**src/rtl/core/assert_macros.svh**
```systemverilog
// ---------------------------------------------------------------------------
// Assertion macros
// Shared concurrent assertion wrappers for the RTL.
// ---------------------------------------------------------------------------
`ifndef ASSERT_MACROS_SVH
`define ASSERT_MACROS_SVH

// Checked on every clock edge outside reset.
`define DFE_ASSERT(lbl, prop) \
    lbl: assert property (@(posedge i_clk) disable iff (!i_rst_n) prop) \
        else $error("dfe assertion failed");

// Checked on every clock edge, reset included.
`define DFE_ASSERT_ALWAYS(lbl, prop) \
    lbl: assert property (@(posedge i_clk) prop) \
        else $error("dfe reset assertion failed");

`endif

```
**src/rtl/core/dfe_pkg.sv**
```systemverilog
// ---------------------------------------------------------------------------
// dfe_pkg
// Types and constants of the delimited field extractor.
// ---------------------------------------------------------------------------
package dfe_pkg;

    localparam int DELIM_LIMIT = 8;
    localparam int CFG_INDEX_W = 2;
    localparam int CFG_DATA_W  = 64;

    localparam logic [CFG_INDEX_W-1:0] CFG_FIELD_NUMBER    = 2'd0;
    localparam logic [CFG_INDEX_W-1:0] CFG_DELIMITER_CHARS = 2'd1;
    localparam logic [CFG_INDEX_W-1:0] CFG_DELIMITER_COUNT = 2'd2;

    localparam logic [7:0]  RST_FIELD_NUMBER    = 8'd0;
    localparam logic [63:0] RST_DELIMITER_CHARS = 64'd32;
    localparam logic [3:0]  RST_DELIMITER_COUNT = 4'd1;

    typedef struct packed {
        logic [7:0] char_in;
        logic       last;
    } t_in;

    typedef struct packed {
        logic [7:0] field_char;
        logic       char_valid;
        logic       line_done;
        logic       field_found;
    } t_out;

    typedef struct packed {
        logic [7:0]  field_number;
        logic [63:0] delimiter_chars;
        logic [3:0]  delimiter_count;
    } t_cfg;

endpackage

```
**src/rtl/core/dfe_cfg_regs.sv**
```systemverilog
// ---------------------------------------------------------------------------
// dfe_cfg_regs
// Configuration registers written through the plain write port.
// ---------------------------------------------------------------------------
module dfe_cfg_regs (
    input  logic                             i_clk,
    input  logic                             i_rst_n,
    input  logic                             i_cfg_we,
    input  logic [dfe_pkg::CFG_INDEX_W-1:0]  i_cfg_index,
    input  logic [dfe_pkg::CFG_DATA_W-1:0]   i_cfg_wdata,
    output dfe_pkg::t_cfg                    o_cfg
);

    dfe_pkg::t_cfg r_cfg;

    always_ff @(posedge i_clk) begin
        if (!i_rst_n) begin
            r_cfg.field_number    <= dfe_pkg::RST_FIELD_NUMBER;
            r_cfg.delimiter_chars <= dfe_pkg::RST_DELIMITER_CHARS;
            r_cfg.delimiter_count <= dfe_pkg::RST_DELIMITER_COUNT;
        end else if (i_cfg_we) begin
            unique case (i_cfg_index)
                dfe_pkg::CFG_FIELD_NUMBER: begin
                    r_cfg.field_number <= i_cfg_wdata[7:0];
                end
                dfe_pkg::CFG_DELIMITER_CHARS: begin
                    r_cfg.delimiter_chars <= i_cfg_wdata[63:0];
                end
                dfe_pkg::CFG_DELIMITER_COUNT: begin
                    r_cfg.delimiter_count <= i_cfg_wdata[3:0];
                end
                default: begin
                end
            endcase
        end
    end

    assign o_cfg = r_cfg;

endmodule

```
**src/rtl/core/dfe_delim_match.sv**
```systemverilog
// ---------------------------------------------------------------------------
// dfe_delim_match
// Parallel compare of one character against the active delimiter bytes.
// ---------------------------------------------------------------------------
module dfe_delim_match #(
    parameter int MAX_DELIMITERS = dfe_pkg::DELIM_LIMIT
) (
    input  dfe_pkg::t_cfg i_cfg,
    input  logic [7:0]    i_char,
    output logic          o_is_delim
);

    logic [3:0]                lim;
    logic [MAX_DELIMITERS-1:0] hit;

    always_comb begin
        if (i_cfg.delimiter_count > 4'(MAX_DELIMITERS)) begin
            lim = 4'(MAX_DELIMITERS);
        end else begin
            lim = i_cfg.delimiter_count;
        end
        for (int k = 0; k < MAX_DELIMITERS; k++) begin
            hit[k] = (4'(k) < lim) && (i_cfg.delimiter_chars[8*k +: 8] == i_char);
        end
    end

    assign o_is_delim = |hit;

endmodule

```
**src/rtl/core/dfe_tokenizer.sv**
```systemverilog
// ---------------------------------------------------------------------------
// dfe_tokenizer
// Field tracking state machine and result register.
// ---------------------------------------------------------------------------
module dfe_tokenizer (
    input  logic          i_clk,
    input  logic          i_rst_n,
    input  logic          i_valid,
    input  dfe_pkg::t_in  i_data,
    input  logic          i_is_delim,
    input  logic [7:0]    i_field_number,
    output logic          o_go,
    output logic          o_valid,
    output dfe_pkg::t_out o_data,
    input  logic          i_stall
);

    localparam logic [1:0] PH_SEEKING  = 2'd0;
    localparam logic [1:0] PH_IN_FIELD = 2'd1;
    localparam logic [1:0] PH_DONE     = 2'd2;

    logic [1:0]    r_phase,   n_phase;
    logic [7:0]    r_runs,    n_runs;
    logic          r_in_run,  n_in_run;
    logic          r_emitted, n_emitted;
    logic          r_out_valid;
    dfe_pkg::t_out r_out;

    logic emit;
    logic produce;
    logic out_free;
    logic at_field;

    assign at_field = (r_runs == i_field_number);
    assign out_free = !r_out_valid || !i_stall;

    always_comb begin
        n_phase  = r_phase;
        n_runs   = r_runs;
        n_in_run = r_in_run;
        emit     = 1'b0;
        unique case (r_phase)
            PH_SEEKING: begin
                if (i_is_delim) begin
                    if (!r_in_run) begin
                        if (at_field) begin
                            n_phase = PH_DONE;
                        end else begin
                            n_runs   = r_runs + 8'd1;
                            n_in_run = 1'b1;
                        end
                    end
                end else begin
                    n_in_run = 1'b0;
                    if (at_field) begin
                        n_phase = PH_IN_FIELD;
                        emit    = 1'b1;
                    end
                end
            end
            PH_IN_FIELD: begin
                if (i_is_delim) begin
                    n_phase = PH_DONE;
                end else begin
                    emit = 1'b1;
                end
            end
            default: begin
            end
        endcase
        n_emitted = r_emitted || emit;
        if (i_data.last) begin
            n_phase   = PH_SEEKING;
            n_runs    = 8'd0;
            n_in_run  = 1'b0;
            n_emitted = 1'b0;
        end
    end

    assign produce = emit || i_data.last;
    assign o_go    = i_valid && (!produce || out_free);

    always_ff @(posedge i_clk) begin
        if (!i_rst_n) begin
            r_phase     <= PH_SEEKING;
            r_runs      <= 8'd0;
            r_in_run    <= 1'b0;
            r_emitted   <= 1'b0;
            r_out_valid <= 1'b0;
        end else begin
            if (o_go) begin
                r_phase   <= n_phase;
                r_runs    <= n_runs;
                r_in_run  <= n_in_run;
                r_emitted <= n_emitted;
            end
            if (out_free) begin
                r_out_valid <= o_go && produce;
            end
        end
    end

    always_ff @(posedge i_clk) begin
        if (out_free && o_go && produce) begin
            r_out.field_char  <= emit ? i_data.char_in : 8'd0;
            r_out.char_valid  <= emit;
            r_out.line_done   <= i_data.last;
            r_out.field_found <= i_data.last && (r_emitted || emit);
        end
    end

    assign o_valid = r_out_valid;
    assign o_data  = r_out;

endmodule

```
**src/rtl/core/delimited_field_extract.sv**
```systemverilog
// ---------------------------------------------------------------------------
// delimited_field_extract: one character per cycle while o_stall is low; a result is
// valid once its transaction has passed the input register, then the result register.
// Throughput is set by the field state update.
// Synchronous active-low reset clears control state and restores the config defaults.
// ---------------------------------------------------------------------------
`include "assert_macros.svh"

module delimited_field_extract #(
    parameter int MAX_DELIMITERS = dfe_pkg::DELIM_LIMIT
) (
    input  logic                             i_clk,
    input  logic                             i_rst_n,
    input  logic                             i_cfg_we,
    input  logic [dfe_pkg::CFG_INDEX_W-1:0]  i_cfg_index,
    input  logic [dfe_pkg::CFG_DATA_W-1:0]   i_cfg_wdata,
    input  logic                             i_valid,
    input  dfe_pkg::t_in                     i_data,
    output logic                             o_stall,
    output logic                             o_valid,
    output dfe_pkg::t_out                    o_data,
    input  logic                             i_stall
);

    dfe_pkg::t_cfg cfg;
    dfe_pkg::t_in  r_in;
    logic          r_in_valid;
    logic          is_delim;
    logic          go;
    logic          accept;

    dfe_cfg_regs u_cfg (
        .i_clk       (i_clk),
        .i_rst_n     (i_rst_n),
        .i_cfg_we    (i_cfg_we),
        .i_cfg_index (i_cfg_index),
        .i_cfg_wdata (i_cfg_wdata),
        .o_cfg       (cfg)
    );

    assign o_stall = r_in_valid && !go;
    assign accept  = i_valid && !o_stall;

    always_ff @(posedge i_clk) begin
        if (!i_rst_n) begin
            r_in_valid <= 1'b0;
        end else if (accept) begin
            r_in_valid <= 1'b1;
        end else if (go) begin
            r_in_valid <= 1'b0;
        end
    end

    always_ff @(posedge i_clk) begin
        if (accept) begin
            r_in <= i_data;
        end
    end

    dfe_delim_match #(
        .MAX_DELIMITERS (MAX_DELIMITERS)
    ) u_match (
        .i_cfg      (cfg),
        .i_char     (r_in.char_in),
        .o_is_delim (is_delim)
    );

    dfe_tokenizer u_tok (
        .i_clk          (i_clk),
        .i_rst_n        (i_rst_n),
        .i_valid        (r_in_valid),
        .i_data         (r_in),
        .i_is_delim     (is_delim),
        .i_field_number (cfg.field_number),
        .o_go           (go),
        .o_valid        (o_valid),
        .o_data         (o_data),
        .i_stall        (i_stall)
    );

    `DFE_ASSERT(a_result_has_cause, o_valid |-> (o_data.char_valid || o_data.line_done))
    `DFE_ASSERT(a_found_at_end, (o_valid && o_data.field_found) |-> o_data.line_done)
    `DFE_ASSERT(a_char_zero_idle, (o_valid && !o_data.char_valid) |-> (o_data.field_char == 8'd0))
    `DFE_ASSERT_ALWAYS(a_reset_empty, !i_rst_n |=> (!o_valid && !o_stall))

endmodule

```
**config.mk**
```make
export PLATFORM = sky130hd
export DESIGN_NAME = delimited_field_extract
export DESIGN_NICKNAME = d
export VERILOG_FILES = /design/src/rtl/core/dfe_pkg.sv /design/src/rtl/core/dfe_cfg_regs.sv /design/src/rtl/core/dfe_delim_match.sv /design/src/rtl/core/dfe_tokenizer.sv /design/src/rtl/core/delimited_field_extract.sv
export VERILOG_INCLUDE_DIRS = /design/src /design/src/rtl/core
export SDC_FILE = /design/constraint.sdc
export NUM_CORES = 1
export LEC_CHECK = 0
export BUFFER_PORTS_ARGS = -buffer_cell sky130_fd_sc_hd__buf_2
export CORE_AREA = 8 8 105 107
export CTS_BUF_LIST = sky130_fd_sc_hd__clkbuf_4 sky130_fd_sc_hd__clkbuf_8 sky130_fd_sc_hd__clkbuf_16
export CTS_CLUSTER_DIAMETER = 200
export DETAILED_ROUTE_END_ITERATION = 12
export DIE_AREA = 0 0 113 115
export GPL_ROUTABILITY_DRIVEN = 0
export PLACE_DENSITY = 0.77
export SLEW_MARGIN = 20
export SYNTH_ARGS = -nofsm -noshare
export SYNTH_HDL_FRONTEND = slang
export SYNTH_SLANG_ARGS = --single-unit
```
**constraint.sdc**
```tcl
create_clock -name i_clk -period 7.3 [get_ports i_clk]
set_input_delay 0.73 -clock i_clk [delete_from_list [all_inputs] [get_ports i_clk]]
set_output_delay 0.73 -clock i_clk [all_outputs]
set_load 0.1 [all_outputs]
```
==> out/qor.log <==
qor: status.run_status complete, no violations
qor: grt.global_route_wire_length_before_repair 19,200 um
qor: critical_path.required 6570 ps
qor: grt.grt_antenna_before_repair 0
qor: synthesis.synthTopCellsByArea dfxtp_1, edfxtp_1, nand2_1, xor2_1, a21oi_1
qor: detailed_routing.detail_route.wl_per_cell 15.4 um
qor: pwr.vdd.ir_drop.worst 0.105 mV
qor: detailed_routing.route.vias.total 3,956
qor: clock_tree.tritoncts_clock_tree done
qor: die.chipHeight 115 um
qor: sta.final.min_clock_period 3610 ps
qor: cells_and_area.area.growth.synth_to_final 13.4%
qor: sta.timing.clock.skew 10.2 ps
qor: critical_path.path_max_fanout 13
qor: placed_design.postPlaceCellArea 5470 sq um
qor: die.die_w 113 um
qor: synthesis.synth_cell_types 49
qor: synthesis.synth_common_cells nand2_1, dfxtp_1, a21oi_1, xor2_1, xnor2_1
qor: placed_design.pre_cts_slack 4110 ps
qor: synthesis.syn-num-nets 636
qor: sta.finalSetupViolCount 0
qor: hold_path.hp-class reg2reg
qor: cells_and_area.diodes 0
qor: grt.grt_pass1_vias 4,140
qor: clock_tree.clock-sinks 110
qor: clock_tree.cts.repair_timing.setup_buffer_count 0
qor: synthesis.ys_seq_area_share 48.2%
qor: sta.number_of_pins_with_negative_max_slew_slack_in_the_final_report 0
qor: sta.slew_headroom 43.8%
qor: pwr.total_leakage_power 0.00219 uW
qor: sta.totalNegativeSetupSlack 0 ps
qor: placed_design.total_of_buffers_placed_on_input_and_output_ports 92
qor: clock_tree.post_cts_resized 0
qor: synthesis.asyncSetResetFlopFracSynth 0%
qor: synthesis.yosys.area.top_type dfxtp_1
qor: detailed_routing.wirelength 11,600 um
qor: clock_tree.cts.reportedPaths.clkPinSlew 100 ps
qor: grt.globalRouteOverflowTotal 0
qor: detailed_routing.ant_nets 0
qor: die.core_area 9460 sq um
qor: critical_path.worst-setup-path-type reg2out
qor: sta.max_freq 277 MHz
qor: clock_tree.insertion_delay 370 ps
qor: synthesis.syn_inst 555
qor: synthesis.synth-warning-count 0
qor: sta.min_period_over_period 49.5%
qor: die.floorplan.die_area 13,000 sq um
qor: clock_tree.clk_path_buf_depth 2
qor: clock_tree.cts_made_buffers 9
qor: detailed_routing.drt_pass1_iterations 4
qor: cells_and_area.layout.nets 711
qor: clock_tree.cts.hold.buffers_added 0
qor: placed_design.place_hpwl 8660 um
qor: synthesis.netlist_area 4980 sq um
qor: cells_and_area.finish.instance_area 5650 sq um
qor: pwr.powerDensity 207 nW/um^2
qor: cells_and_area.drive_gt1_share 20.0%
qor: grt.grtUsageTotal 18.3%
qor: die.rows 36
qor: detailed_routing.drc 0
qor: sta.worst_slack 3690 ps
qor: sta.grt_setup_unrepaired false
qor: detailed_routing.viasPerCell 5.28
qor: critical_path.cp_startpoint_kind flop
qor: clock_tree.cts.htree.levels 3
qor: die.boundaryPins 93
qor: die.floorplan.initialDensity 52.7%
qor: detailed_routing.violation_count_after_the_first_detailed_route_iteration 265
qor: grt.grt_max_degree 80
qor: synthesis.netlist.area_leader.share 36.2%
qor: synthesis.avgSynthCellArea 8.98 sq um
qor: synthesis.number_of_enable_flip_flop_cells_after_synthesis 20
qor: sta.worst_pin_slew 841 ps
qor: sta.hold_viol 0
qor: clock_tree.clk_root_buffer_cell clkbuf_8
qor: critical_path.cp_data_arrival_time 2880 ps
qor: synthesis.synthFlopType dfxtp_1
qor: critical_path.reg2reg_setup_slack 4060 ps
qor: cells_and_area.final_core_occ 59.7%
qor: synthesis.synth-seq-cells 110
qor: synthesis.synth_most_common_cell nand2_1
qor: run.max-cap-violations 0
qor: critical_path.setup.worst_path.end_class output port
placed cells by master (no fill, tap or decap), types with 2 or more instances in the layout:
cell type  count
o21a_1         4
edfxtp_1      20
nor4_1         8
mux2i_1       12
o21ai_0        4
nor3_1         2
dfxtp_1       90
a21oi_1       71
o21ai_1        2
nand3b_1       3
clkbuf_8      10
a31oi_1        2
nor2_1        27
or3_1          4
buf_4          4
o211ai_1       4
clkinv_2       2
nand2_1      138
nand4_1        8
a2111oi_2      2
xor2_1        42
clkinv_4       3
nor2b_1        2
and2_1         9
buf_2         92
nand3_1        7
inv_1          8
xnor2_1       33
sequential cells by signal, summed over array words and instances (netlist names), 2 cells and up:
name and cells:
u_cfg.o_cfg 76, u_tok.o_data 11, r_in 9, u_tok.r_runs 8, u_tok.r_phase 2
critical path: stages, from the launching register on:
cell       delay, ps
edfxtp_1         630
xor2_1           240
a2111oi_0        430
nand4_1          240
nand4_4          160
nor4_1            60
buf_4            190
o21ai_1          160
nor2_1            80
buf_2            300
final timing paths:
| kind | from | end | depth (start not counted) |
|---|---|---|---|
| setup / recovery | r_in[1]$_DFFE_PP_ | o_stall | 9 |
| hold / removal | u_cfg.o_cfg[64]$_SDFFE_PN0P_ | u_cfg.o_cfg[64]$_SDFFE_PN0P_ | 2 |
| setup reg to reg | r_in[1]$_DFFE_PP_ | r_in[2]$_DFFE_PP_ | 9 |
| hold reg to reg | u_cfg.o_cfg[64]$_SDFFE_PN0P_ | u_cfg.o_cfg[64]$_SDFFE_PN0P_ | 2 |
kinds of logic (layout without fill, tap and decap cells):
logic type	Yosys count	count (layout)	share of synthesized area (%)
AO/OA/AOI/OAI	98	98	12.4
XOR/XNOR	76	76	13.5
multiplexers	12	12	2.41
buffers and inverters	41	121	3.72
AND/OR/NAND/NOR	217	217	19.5
adder cells (fa/ha/maj)	1	1	0.251
flip-flops	110	110	48.2
power breakdown:
part / total, uW / switching, uW / internal [uW]
Clock: 339 / 204 / 135
Combinational: 162 / 103 / 58.7
Sequential: 670 / 25.7 / 644
metrics by stage:
| stage | std cells | hold WS (ps) | total power [uW] |
|---|---|---|---|
| final | 749 | 475 | 1170 |
| after global placement | 733 | 458 | 840 |
| after global routing | 749 | 492 | 1220 |
| after floorplan | 555 | 437 | 795 |
| after detailed placement | 733 | 464 | 846 |
| after CTS | 749 | 476 | 1180 |
layer usage:
layer	vias to the layer above	track usage (%)	routed length [um]
li1	2003	-	-
met1	1828	21.0	4860
met2	111	31.8	5860
met3	14	4.88	643
met4	0	7.37	198
met5	-	0	0
layout make-up:
cell class | instances | area (sq um)
Inverter | 9 | 33.8
Clock buffer | 10 | 138
Timing Repair Buffer | 96 | 490
Multi-Input combinational cell | 404 | 2400
Tap cell | 114 | 143
Sequential cell | 110 | 2400
Fill cell | 847 | 3810
Clock inverter | 6 | 45.0
(Power assumes the default switching activity.)
